--- config.mk ---
export PLATFORM = sky130hd
export DESIGN_NAME = pld_decode
export DESIGN_NICKNAME = d
export VERILOG_FILES = /design/src/hw/rtl/pld_pkg.sv /design/src/hw/rtl/pld_decode.sv
export SDC_FILE = /design/constraint.sdc
export NUM_CORES = 1
export LEC_CHECK = 0
export ABC_AREA = 1
export BUFFER_PORTS_ARGS = -buffer_cell sky130_fd_sc_hd__buf_2
export CORE_MARGIN = 2
export CORE_UTILIZATION = 50
export DETAILED_ROUTE_END_ITERATION = 10
export PLACE_DENSITY = 0.74
export RECOVER_POWER = 50
export SLEW_MARGIN = 20
export SYNTH_ARGS = -nofsm -noshare
export SYNTH_HDL_FRONTEND = slang
export SYNTH_SLANG_ARGS = --single-unit
--- constraint.sdc ---
create_clock -name vclk -period 16.7
set_input_delay 3.34 -clock vclk [all_inputs]
set_output_delay 3.34 -clock vclk [all_outputs]
set_load 0.005 [all_outputs]
--- src/hw/rtl/pld_pkg.sv ---
// ----------------------------------------------------------------------------
// pld_pkg
// Shared types and constants of the price level depth book.
// ----------------------------------------------------------------------------
package pld_pkg;

    localparam int LEVELS_DEF   = 256;
    localparam int QTY_BITS_DEF = 32;

    localparam int IN_TDATA_W  = 72;
    localparam int OUT_TDATA_W = 144;

    localparam logic [2:0] CMD_ADD_BID  = 3'd0;
    localparam logic [2:0] CMD_ADD_ASK  = 3'd1;
    localparam logic [2:0] CMD_CAN_BID  = 3'd2;
    localparam logic [2:0] CMD_CAN_ASK  = 3'd3;
    localparam logic [2:0] CMD_EXE_BUY  = 3'd4;
    localparam logic [2:0] CMD_EXE_SELL = 3'd5;

    localparam logic SIDE_BID = 1'b0;
    localparam logic SIDE_ASK = 1'b1;

    typedef enum logic [1:0] {
        ST_CLEAR,
        ST_IDLE,
        ST_MODIFY
    } state_t;

    // decoded event, carried from accept to the modify cycle
    typedef struct packed {
        logic       hit;
        logic       side;
        logic       is_add;
        logic       dropped;
        logic       latch;
        logic [7:0] lvl;
    } pld_req_t;

endpackage

--- src/hw/rtl/pld_decode.sv ---
// ----------------------------------------------------------------------------
// pld_decode
// Command decode and tick distance of one event against the side references.
// ----------------------------------------------------------------------------
module pld_decode
    import pld_pkg::*;
#(
    parameter int LEVELS = LEVELS_DEF,
    parameter int IDX_W  = 8
) (
    input  logic [2:0]        command,
    input  logic [31:0]       price,
    input  logic [31:0]       bid_ref,
    input  logic [31:0]       ask_ref,
    output pld_req_t          req,
    output logic [IDX_W-1:0]  idx
);

    logic        is_add;
    logic        is_can;
    logic        side;
    logic [31:0] ref_cur;
    logic [31:0] ref_eff;
    logic [32:0] price_x;
    logic [32:0] ref_x;
    logic [32:0] tick_gap;
    logic        dist_neg;
    logic        in_range;
    logic        exe_hit;

    always_comb
    begin
        is_add   = (command == CMD_ADD_BID) || (command == CMD_ADD_ASK);
        is_can   = (command == CMD_CAN_BID) || (command == CMD_CAN_ASK);
        side     = (command == CMD_ADD_ASK) || (command == CMD_CAN_ASK)
                   || (command == CMD_EXE_BUY);
        ref_cur  = side ? ask_ref : bid_ref;
        ref_eff  = (is_add && (ref_cur == 32'd0)) ? price : ref_cur;
        price_x  = {price[31], price};
        ref_x    = {ref_eff[31], ref_eff};
        tick_gap = side ? (price_x - ref_x) : (ref_x - price_x);
        dist_neg = tick_gap[32];
        in_range = !dist_neg && (tick_gap < 33'(LEVELS));
        exe_hit  = (ref_cur != 32'd0) && (price == ref_cur);

        req         = '0;
        req.side    = side;
        req.is_add  = is_add;
        req.latch   = is_add && (ref_cur == 32'd0);
        idx         = '0;
        case (command)
            CMD_ADD_BID, CMD_ADD_ASK, CMD_CAN_BID, CMD_CAN_ASK:
            begin
                req.hit     = in_range;
                req.dropped = is_add && !dist_neg && !in_range;
                req.lvl     = tick_gap[7:0];
                idx         = tick_gap[IDX_W-1:0];
            end
            CMD_EXE_BUY, CMD_EXE_SELL:
            begin
                req.hit = exe_hit;
            end
            default:
            begin
                req.hit = 1'b0;
            end
        endcase
        // cancels never latch or flag
        if (is_can)
        begin
            req.latch = 1'b0;
        end
    end

endmodule

==> results.json, run 1 <==
{
  "syn_area_mm2": 0.00584,
  "slew_headroom_pct": -62.0,
  "crit_top_cell": "nand2_1",
  "syn_inst": 1164,
  "pin_count": 120,
  "final_hold_viol_count": 0,
  "finalSetupTns_ps": 0,
  "synthMuxAreaShare_pct": 0.171,
  "antenna_found_initial": 0,
  "fillers": 1299,
  "layout_min_cycle_time_ps": 14000,
  "min_to": "req[0]",
  "nClkBuffers": 0,
  "vias": 7407,
  "avgSynthCellArea_um2": 5.02,
  "critPathArrivalTime_ps": 10660,
  "slew_viol_final": 74,
  "synth_xor_area_share_pct": 3.75,
  "viasPerCell": 5.31,
  "gp_congestion": 1.08,
  "postRouteAntennaNets": 0,
  "crit_family": "simple AND/OR/NAND/NOR gates",
  "synthAdderAreaFrac_pct": 14.2,
  "finalCritPeriodShare_pct": 83.8,
  "slowest_delay_ps": 1420,
  "seq_area_frac_synth_pct": 0,
  "p_leak_nw": 3.97,
  "path_class": "in -> out",
  "syn_nets": 1328,
  "synth-simple-area-share_pct": 42.0,
  "synth_compound_area_share_pct": 20.7,
  "synth_area_leaders": "nand2_1 (21%), inv_1 (16%), ha_1 (13%)",
  "synth.distinct_cells": 44,
  "port_buffers": 120,
  "violations": "max-capacitance violations, max-slew violations",
  "drtIter0Drc": 550,
  "area_growth_pct": 9.87,
  "synth_top_family_by_area": "simple AND/OR/NAND/NOR gates",
  "nets": 1417,
  "critical_path.slowest_cell": "nand2_1",
  "seq_cell_count": 0,
  "hold_buffers": 0,
  "max_freq_mhz": 71.4,
  "hold_slack_ps": 7020,
  "num_antenna_cells": 0,
  "die_w_um": 112,
  "critPathBufInv": 3,
  "rows": 39,
  "maxCapViolCount": 1,
  "die_h_um": 112,
  "drive_above_1_share_pct": 12.5,
  "coreArea_mm2": 0.0114,
  "first_pass_iters": 5,
  "track_usage_pct": 30.5,
  "final_area_mm2": 0.00642,
  "gr-total-overflow": 0,
  "die-area_mm2": 0.0126,
  "synth_top_cell_by_area": "nand2_1",
  "post_cts_resized": 0,
  "multi_input_area_mm2": 0.00471,
  "tightest_slew_ps": 2420,
  "grt_pass1_wl_um": 32000,
  "setup_viol": 0,
  "outcome": "complete, but fails checks",
  "initial_core_util_pct": 51.2,
  "seq_area_um2": 0,
  "drc": 0,
  "synth_top_cell_area_share_pct": 21.3,
  "crit_cells": 32,
  "required_ps": 13360,
  "start_kind": "input pin",
  "rsz0062_at_grt": "false",
  "cts_setup_buffers": 0,
  "min_path_type": "in -> out",
  "wl_per_cell_um": 13.9,
  "first_global_vias": 6840,
  "cp_max_fo": 73,
  "ys_warn_count": 0,
  "grt_max_degree": 74,
  "post_dp_cell_area_mm2": 0.00643,
  "holdPathStages": 3,
  "vdd_drop_max_mv": 0.0253,
  "routed_wl_um": 19400,
  "worstSetupEndpointType": "output pin",
  "min_from": "command[2]",
  "power.density_mw_per_mm2": 43.4,
  "dp_hpwl_um": 16700
}
==> where the power goes <==
part / internal (mW) / switching, mW
clock: 0 / 0
sequential: 0 / 0
combinational: 0.0970 / 0.181
total: 0.0970 / 0.181
==> Yosys cell counts (all sizes together) (2+ instances only) <==
library cell / number
inv: 248
buf: 22
a31oi: 8
fa: 2
a2111oi: 4
o22ai: 9
xor2: 21
nor3: 4
ha: 63
o2111ai: 4
o21ai: 67
a221o: 2
nand3: 63
nand4: 10
a21oi: 89
xnor2: 4
o211ai: 5
a221oi: 2
o21bai: 6
nor2: 116
nor4: 6
nand3b: 12
or2: 27
a21o: 6
o21a: 6
clkbuf: 11
nand2: 339
==> tightest hold or removal path: cells and delay by family <==
kind                   cells  cell delay (ps)
and+or+nand+nor            1               70
buffers and inverters      2              270
==> layout make-up <==
class              count  share of cell area (%)
repair buffers       120                    9.29
inverters            248                    14.5
well taps            143                    2.79
multi-input cells    883                    73.4
==> worst max path at each step <==
stage | from | to | slack (ps)
finish | command[0] | req[12] | 2700
global route | command[0] | req[12] | 1950
CTS | command[2] | req[12] | 4560
detailed placement | command[2] | req[12] | 4600
global placement | command[0] | req[12] | 4630
floorplan | command[1] | req[9] | 6260
==> cell families (layout without fill, tap and decap cells) <==
logic type      count (synthesis)  count (layout)
simple gates                  579             579
buf+inv                       281             368
compound gates                213             213
fa+ha+maj                      65              65
xor+xnor                       25              25
mux                             1               1
==> placed cells by master (no fill, tap or decap), types with 8 or more instances in the layout <==
cell / n
o21ai_0: 67
xor2_1: 21
a31oi_1: 8
nor2_1: 112
nand3_1: 62
nand4_1: 10
nand3b_1: 12
nand2_1: 333
inv_1: 247
a21oi_1: 89
ha_1: 63
or2_2: 27
o22ai_1: 9
buf_2: 115
==> layer usage <==
metal	GRT usage, %	vias up	routed length [um]
met1	43.0	3266	8960
met4	4.47	0	261
met3	2.32	24	1530
li1	-	3817	-
met2	52.0	300	8690
met5	0	-	0
==> per-stage QoR <==
| step | setup WS [ps] | util [%] | cells | power (mW) |
|---|---|---|---|---|
| final | 2700 | 56.2 | 1394 | 0.278 |
| after floorplan | 6260 | - | 1164 | 0.197 |
| after global placement | 4630 | 56.3 | 1394 | 0.269 |
| after CTS | 4560 | 56.3 | 1394 | 0.271 |
| after detailed placement | 4600 | 56.3 | 1394 | 0.270 |
| after global routing | 1950 | 56.2 | 1394 | 0.313 |
(Power assumes the default switching activity.)
==> run 2: changes to the inputs <==
Clock period 16.7 ns to 13.8 ns, I/O delays scaled along.
==> run 2 against run 1 <==
The flow still finishes with violations (max-capacitance violations, max-slew violations). Largest cell class unchanged. Critical path depth down 2. Non-clock buffer count did not move. Combinational power up 22%.
==> results.json, run 2 (synthesis gave the netlist of run 1 again) <==
{
  "finalNonFillerCells": 1394,
  "die-area_mm2": 0.0126,
  "p_leak_nw": 3.98,
  "drc": 0,
  "critical_path.slowest_cell": "nand2_1",
  "port_buffers": 120,
  "grt_max_degree": 74,
  "first_pass_iters": 7,
  "nets": 1417,
  "hold_buffers": 0,
  "power.density_mw_per_mm2": 52.8,
  "first_global_vias": 6850,
  "postRouteAntennaNets": 0,
  "drtIter0Drc": 600,
  "antenna_found_initial": 0,
  "start_kind": "input pin",
  "tightest_slew_ps": 1850,
  "drive_above_1_share_pct": 12.5,
  "crit_end": "req[12]",
  "nClkBuffers": 0,
  "path_class": "in -> out",
  "outcome": "complete, but fails checks",
  "finalSetupTns_ps": 0,
  "maxCapViolCount": 1,
  "vdd_drop_max_mv": 0.0303,
  "track_usage_pct": 30.6,
  "max_freq_mhz": 84.7,
  "placedCellCount": 1394,
  "utilization_pct": 56.3,
  "final_hold_viol_count": 0,
  "cts_setup_buffers": 0,
  "gr-total-overflow": 0,
  "min_from": "command[2]",
  "critPathArrivalTime_ps": 9050,
  "setup_viol": 0,
  "grt_pass1_wl_um": 32200,
  "slew_viol_final": 51,
  "cp_max_fo": 50,
  "die_w_um": 112,
  "gp_congestion": 1.04,
  "fillers": 1297,
  "min_path_type": "in -> out",
  "wl_per_cell_um": 14.2,
  "finalCritPeriodShare_pct": 85.6,
  "seq_cell_count": 0,
  "crit_top_cell": "nand2_1",
  "vias": 7501,
  "rows": 39,
  "die_h_um": 112,
  "violations": "max-capacitance violations, max-slew violations",
  "required_ps": 11040,
  "layout_min_cycle_time_ps": 11810,
  "setup_ws_ps": 1990,
  "seq_area_um2": 0,
  "critPathLaunch": "command[2]",
  "area_growth_pct": 9.95,
  "post_cts_resized": 0,
  "dp_hpwl_um": 16800,
  "worstSetupEndpointType": "output pin",
  "num_antenna_cells": 0,
  "slowest_delay_ps": 1340,
  "pin_count": 120,
  "final_cell_mix": "nand2_1 (333), inv_1 (247), buf_2 (114)",
  "dpl_worst_slack_ps": 2870,
  "coreArea_mm2": 0.0114,
  "rsz0062_at_grt": "false",
  "routed_wl_um": 19800,
  "mostFrequentLayoutCell": "nand2_1",
  "viasPerCell": 5.38,
  "slew_headroom_pct": -23.4,
  "initial_core_util_pct": 51.2
}
run 2: cell count changes in the layout (fill, tap and decap cells not counted):
cell      previous run  this run
nor2_2               4         3
o21ai_0             67        66
clkbuf_1             3         1
nand2_2              5         4
nand2_4              1         2
clkbuf_2             2         5
o21ai_1              0         1
nor2_1             112       113
buf_2              115       114
run 2: per-stage QoR:
step | instance area, um^2 | total power, mW | hold slack [ps]
after floorplan | 5840 | 0.239 | 5560
after global placement | 6430 | 0.326 | 5840
after detailed placement | 6430 | 0.327 | 5850
after CTS | 6430 | 0.329 | 5850
after global routing | 6430 | 0.377 | 5860
final | 6430 | 0.340 | 5850
run 2: layout make-up:
class	instances	area, um^2	share of cell area [%]
Inverter	248	931	14.5
Multi-Input combinational cell	883	4720	73.4
Tap cell	143	179	2.78
Timing Repair Buffer	120	599	9.33
run 2: per-layer routing:
layer | up-vias | GRT usage [%] | part of all wire (%)
met5 | - | 0 | 0
met2 | 356 | 50.9 | 44
li1 | 3831 | - | -
met3 | 36 | 3.19 | 9.4
met4 | 0 | 6.10 | 2.1
met1 | 3278 | 43.1 | 45
run 2: power by group:
group / internal (mW) / switching, mW / leakage, nW
Sequential: 0 / 0 / 0
Clock: 0 / 0 / 0
Combinational: 0.117 / 0.222 / 3.98
run 2: worst min-delay path by stage:
stage	slack, ps	to	depth (start not counted)
after CTS	5850	idx[0]	3
after detailed placement	5850	req[0]	3
after floorplan	5560	idx[0]	1
after global routing	5860	idx[0]	3
final	5850	idx[0]	3
after global placement	5840	req[0]	3
run 2: worst max-delay path, delay by kind of cell:
| kind | cells | cell delay, ps |
|---|---|---|
| AND/OR/NAND/NOR | 20 | 4020 |
| adder cells (fa/ha/maj) | 1 | 330 |
| buffers and inverters | 5 | 810 |
| AO/OA/AOI/OAI | 4 | 1090 |
==> run 3: changes to the inputs <==
Clock period 13.8 ns to 11.4 ns, I/O delays scaled along.
==> run 3 against run 2 <==
Design area is 0.12% higher. The flow now finishes without violations. Critical path type unchanged. Critical path depth grew 3. Flip-flop and latch count did not move. Combinational power is 20% higher. Die area did not move. Via count shrank 0.31%. Routed wire length is 1.5% lower. Count of clock-buffer cells in the layout is the same.
==> results.json, run 3 (synthesis gave the netlist of run 1 again) <==
{
  "outcome": "completed",
  "die_h_um": 112,
  "mostFrequentLayoutCell": "nand2_1",
  "dpl_worst_slack_ps": 1460,
  "power.internal_mw": 0.142,
  "power.density_mw_per_mm2": 63.4,
  "p_leak_nw": 3.98,
  "die_w_um": 112,
  "finalSetupTns_ps": 0,
  "slowest_delay_ps": 590,
  "first_pass_iters": 6,
  "rows": 39,
  "hold_buffers": 0,
  "drive_above_1_share_pct": 12.5,
  "post_cts_resized": 0,
  "power_frac_clock_pct": 0,
  "num_antenna_cells": 0,
  "multi_input_area_mm2": 0.00472,
  "fillers": 1284,
  "slew_viol_final": 0,
  "min_path_type": "in -> out",
  "vias": 7478,
  "routed_wl_um": 19500,
  "setup_viol": 0,
  "drtIter0Drc": 625,
  "nClkBuffers": 0,
  "dp_hpwl_um": 16900,
  "tightest_slew_ps": 783,
  "critPathLaunch": "command[0]",
  "port_buffers": 120,
  "coreArea_mm2": 0.0114,
  "slew_headroom_pct": 47.8,
  "crit_end": "req[12]",
  "wl_per_cell_um": 14.0,
  "grt_pass1_wl_um": 31400,
  "combPwrFrac_pct": 100.0,
  "grt_max_degree": 74,
  "utilization_pct": 56.3,
  "seq_cell_count": 0,
  "min_from": "command[2]",
  "antenna_found_initial": 0,
  "layout_min_cycle_time_ps": 10360,
  "hold_slack_ps": 4890,
  "viasPerCell": 5.36,
  "nets": 1418,
  "maxCapViolCount": 0,
  "p_switching_mw": 0.266,
  "rsz0062_at_grt": "false",
  "final_cell_mix": "nand2_1 (332), inv_1 (247), buf_2 (115)",
  "critPathArrivalTime_ps": 8080,
  "crit_top_cell": "nand2_1",
  "cp_max_fo": 73,
  "seqPwrFrac_pct": 0,
  "required_ps": 9120,
  "switching_share_pct": 65.2,
  "die-area_mm2": 0.0126,
  "grt_use_met2_pct": 48.4,
  "p_total_mw": 0.408,
  "postRouteAntennaNets": 0,
  "initial_core_util_pct": 51.2,
  "setup_ws_ps": 1040,
  "gp_congestion": 1.01,
  "track_usage_pct": 29.8,
  "vdd_drop_max_mv": 0.0403,
  "drc": 0,
  "final_hold_viol_count": 0,
  "worstSetupEndpointType": "output pin",
  "area_growth_pct": 10.1,
  "gr-total-overflow": 0,
  "finalCritPeriodShare_pct": 90.8,
  "use_met3_pct": 2.27,
  "grt_busiest_layer": "met2",
  "cts_setup_buffers": 0,
  "pin_count": 120,
  "path_class": "in -> out",
  "first_global_vias": 6786,
  "seq_area_um2": 0,
  "max_freq_mhz": 96.6,
  "grt_use_met1_pct": 42.3,
  "start_kind": "input pin",
  "critical_path.slowest_cell": "o21ai_0"
}
[run 3: changes by cell type in the layout (fill, tap and decap cells not counted), sizes merged]
cell	before	now
buf	114	116
clkbuf	6	5
[run 3: worst min path at each step]
| stage | end | slack, ps | depth (start not counted) |
|---|---|---|---|
| floorplan | idx[0] | 4600 | 1 |
| global placement | req[0] | 4880 | 3 |
| detailed placement | idx[0] | 4890 | 3 |
| CTS | idx[0] | 4890 | 3 |
| global route | idx[0] | 4920 | 3 |
| finish | idx[0] | 4890 | 3 |
[run 3: metrics by stage]
stage | instance area (um^2) | instances
after detailed placement | 6440 | 1395
final | 6430 | 1395
after global placement | 6440 | 1395
after floorplan | 5840 | 1164
after CTS | 6440 | 1395
after global routing | 6430 | 1395
[run 3: per-layer routing]
layer,wire length (um),vias to the layer above
met3,1670,49
met4,648,0
li1,-,3826
met1,8960,3248
met2,8250,355
met5,0,-
[run 3: critical path: cells and delay by family]
family	cells	cell delay, ps
buffers and inverters	4	840
AOI/OAI and AO/OA	1	590
and+or+nand+nor	27	4050
adders and majority gates	1	290
[run 3: final cells by class]
class	instances	share of cell area, %
inverter	248	14.5
tap	143	2.78
multi-input combinational	883	73.4
timing repair buffer	121	9.39
[run 3: power groups by stage]
stage	Sequential (mW)	Combinational [mW]	Clock [mW]
after floorplan	0	0.289	0
after global placement	0	0.395	0
after detailed placement	0	0.396	0
after CTS	0	0.398	0
after global routing	0	0.456	0
final	0	0.408	0
